===== config.mk =====
export PLATFORM = sky130hd
export DESIGN_NAME = tcce_ram
export DESIGN_NICKNAME = d
export VERILOG_FILES = /design/src/rtl/core/tcce_ram.sv
export SDC_FILE = /design/constraint.sdc
export NUM_CORES = 2
export LEC_CHECK = 0
export BUFFER_PORTS_ARGS = -buffer_cell sky130_fd_sc_hd__buf_4
export CAP_MARGIN = 20
export CORE_UTILIZATION = 30
export CTS_CLUSTER_SIZE = 28
export DETAILED_ROUTE_END_ITERATION = 8
export HOLD_SLACK_MARGIN = 0.02
export PLACE_DENSITY = 0.47
export SETUP_SLACK_MARGIN = 0.4
export SYNTH_ARGS = -nofsm -noshare
export SYNTH_HDL_FRONTEND = slang
export SYNTH_SLANG_ARGS = --single-unit

===== constraint.sdc =====
create_clock -name i_clk -period 2.6 [get_ports i_clk]
set_input_delay 0.26 -clock i_clk [delete_from_list [all_inputs] [get_ports i_clk]]
set_output_delay 0.26 -clock i_clk [all_outputs]
set_load 0.02 [all_outputs]

===== src/rtl/core/tcce_ram.sv =====
// ----------------------------------------------------------------------------
// tcce_ram
// Single-port synchronous RAM with a registered read, one access per cycle.
// ----------------------------------------------------------------------------
`default_nettype none

module tcce_ram #(
    parameter int WIDTH = 8,
    parameter int DEPTH = 256
) (
    input  wire logic                     i_clk,
    input  wire logic                     i_en,
    input  wire logic                     i_we,
    input  wire logic [$clog2(DEPTH)-1:0] i_addr,
    input  wire logic [WIDTH-1:0]         i_wdata,
    output logic      [WIDTH-1:0]         o_rdata
);

    logic [WIDTH-1:0] r_mem [DEPTH];
    logic [WIDTH-1:0] r_rdata;

    always_ff @(posedge i_clk) begin
        if (i_en) begin
            if (i_we) begin
                r_mem[i_addr] <= i_wdata;
            end else begin
                r_rdata <= r_mem[i_addr];
            end
        end
    end

    assign o_rdata = r_rdata;

endmodule

`default_nettype wire


==> impl_metrics.toml <==
[die]
design.die.area_mm2 = 0.263
num_rows = 187
die_x_um = 513
start_util_pct = 30.2
ios = 27
core-area_mm2 = 0.260
die_h_um = 513

[worst_setup_path]
crit_buf_inv = 1
cp.required_ns = 3.20
critPathTopFamily = "compound AO/OA/AOI/OAI gates"
crit_slowest_cell = "mux4_2"
end_kind = "register"
cp.arrival_ns = 2.91
worst-setup-path-type = "reg2reg"
cp_max_fo = 1
worstSetupStartpointType = "register"
critical-path-max-stage-delay_ns = 0.49
crit_chain = "mux4_2 -> a22oi_1 -> a21oi_1 -> o41ai_2 -> buf_4 -> nand4_1"

[synth]
ys.flop_type = "edfxtp_1"
synth_edf_count = 2056
synth_compound_area_share_pct = 3.63
synth_cells = 3526
ys_seq_area_share_pct = 78.8
synthArstFlopShare_pct = 0
synth_nets = 3545
synth_area_mm2 = 0.0784
synth_top_family_by_area = "multiplexers"
ys_top_cells_by_count = "edfxtp_1, mux4_2, nor2_1"
yosys-top-cells-area = "edfxtp_1, mux4_2, a22oi_1, nor2_1, a21oi_1"
synth_mux_area_share_pct = 14.7
synth_fa_ha_area_share_pct = 0
synthSimpleGateAreaFrac_pct = 1.61
avgSynthCellArea_um2 = 22.2
yosysMostFrequentCell = "edfxtp_1"
yosys.area.top_type = "edfxtp_1"
ys_seq_elements = 2056
synth.distinct_cells = 21
synthXorXnorAreaFrac_pct = 0
yosysWarnings = 0
synth_top_area_share_pct = 78.8

[timing]
fmax_ghz = 0.434
relSlewSlack_pct = 38.4
setup_tns_ns = 0
period_minus_slack_ns = 2.31
skew_ns = 0.0575
worstMarginPinSlew_ns = 0.922
rsz0062_at_grt = "true"
hold_viol = 0
drv_slew = 0
setup_viol = 0
period_share_pct = 88.7

[placed_design]
globalplace.congestion = 0.788
dp.cells = 7272
portBuffers = 26
placed_area_mm2 = 0.0894
hpwl_mm = 137

[run_status]
status = "finished clean"

[clock_network]
cts.sinks = 2056
clkSlewWorstSetupHoldPaths_ns = 0.06
clkLatencyLatePin_ns = 0.85
cts_root_buffer = "clkbuf_16"
clock_path_buffers = 3
cts_buffers = 215
tritoncts = "built"
htreeDepth = 4
post-cts-setup-buffers = 0

[global_route]
grt_pass1_vias = 40057
grtUsageTotal_pct = 16.3
grt_max_degree = 103
grt_overflow = 0
grt_antenna_before_repair = 9
grt_pass1_wl_mm = 307

[layout]
area_growth_pct = 24.0
design_area_mm2 = 0.0972
drive_gt1_share_pct = 40.5
instances_no_fill = 7687
nets = 4116

[drt]
drc = 0
ant_nets = 0
wl_per_cell_um = 28.1
drtPass1Iterations = 5
drtIter0Drc = 3294
via_per_inst = 5.00
wirelength_mm = 216
num_vias = 38410

[power_and_ir_drop]
cellPowerDensity_mw_per_mm2 = 723
ir_drop_uv = 662
p_leak_nw = 29.8
power_mw = 70.3

[job]
maxCapViolCount = 0

[min_path]
min_path_type = "in2reg"
[placed cells by master (no fill, tap or decap), drive strengths merged]
master       instances
nand3                4
or2                  1
dlygate4sd3         10
buf                569
diode                4
clkinvlp             4
mux4               512
nor2               259
nor3b                2
edfxtp            2056
and4                 1
o41ai               32
bufinv              17
nand4                8
a21oi              128
clkbuf             270
nand2               30
nor3                 1
and2                 2
clkinv             103
nand2b               2
nor2b                7
a22oi              256
inv                  7
[metal layers]
layer  track usage (%)  wire, µm  vias to the layer above
li1                  -         -                    16219
met1              22.6     95400                    20961
met2              27.3    107000                      964
met3              2.10      9100                      266
met4              3.60      4170                        0
met5                 0         0                        -
[flip-flops by register name, indices dropped and copies added (netlist names)]
register  cells
r_mem      2048
o_rdata       8
[kinds of logic after synthesis]
family	count (synthesis)
flip-flops	2056
AO/OA/AOI/OAI	416
multiplexers	512
AND/OR/NAND/NOR	317
buffers and inverters	225
[worst register-to-register path, delay by kind of cell, from the launching register on]
| kind | cells | cell delay, ns |
|---|---|---|
| AOI/OAI and AO/OA | 3 | 0.91 |
| muxes | 1 | 0.49 |
| DFF | 1 | 0.37 |
| buffers and inverters | 1 | 0.20 |
| and+or+nand+nor | 1 | 0.09 |
[through the flow]
stage,setup WS [ns],hold slack (ns),utilization (%)
2_1_floorplan,0.382,0.359,-
3_3_place_gp,-1.25,0.562,34.4
3_5_place_dp,-0.788,0.561,34.4
4_1_cts,0.312,0.0872,37.3
5_1_grt,0.215,0.121,37.4
6_report,0.294,0.173,37.4
[final cells by class]
| class | count | area (µm²) |
|---|---|---|
| clock inverter | 131 | 1250 |
| fill | 23492 | 163000 |
| timing repair buffer | 579 | 6540 |
| tap | 3402 | 4260 |
| multi-input combinational | 1245 | 17800 |
| clock buffer | 270 | 5610 |
| antenna | 4 | 10.0 |
| sequential | 2056 | 61700 |
[where the power goes]
group	switching, mW	internal (mW)	total, mW
combinational	2.25	1.47	3.72
clock	13.0	17.0	30.0
sequential	0.0279	36.5	36.5
total	15.3	55.0	70.3
[path summary, 6_finish.rpt]
kind,slack (ns),endpoint,cells after the start,startpoint
min reg2reg,1.15,o_rdata[3]$_DFFE_PP_,6,r_mem[99][3]$_DFFE_PP_
max reg2reg,0.29,o_rdata[6]$_DFFE_PP_,6,r_mem[108][6]$_DFFE_PP_
min,0.17,o_rdata[0]$_DFFE_PP_,6,i_addr[7]
max,0.29,o_rdata[6]$_DFFE_PP_,6,r_mem[108][6]$_DFFE_PP_
[what timing repair did]
| item | in CTS | in global routing |
|---|---|---|
| setup endpoints to repair | 8 | 8 |
| hold endpoints to repair | 569 | 0 |
| hold buffers | 10 | 0 |
| pin swaps | 31 | 24 |
| resized for setup | 105 | 46 |
Power figures use the tool's default switching activity.
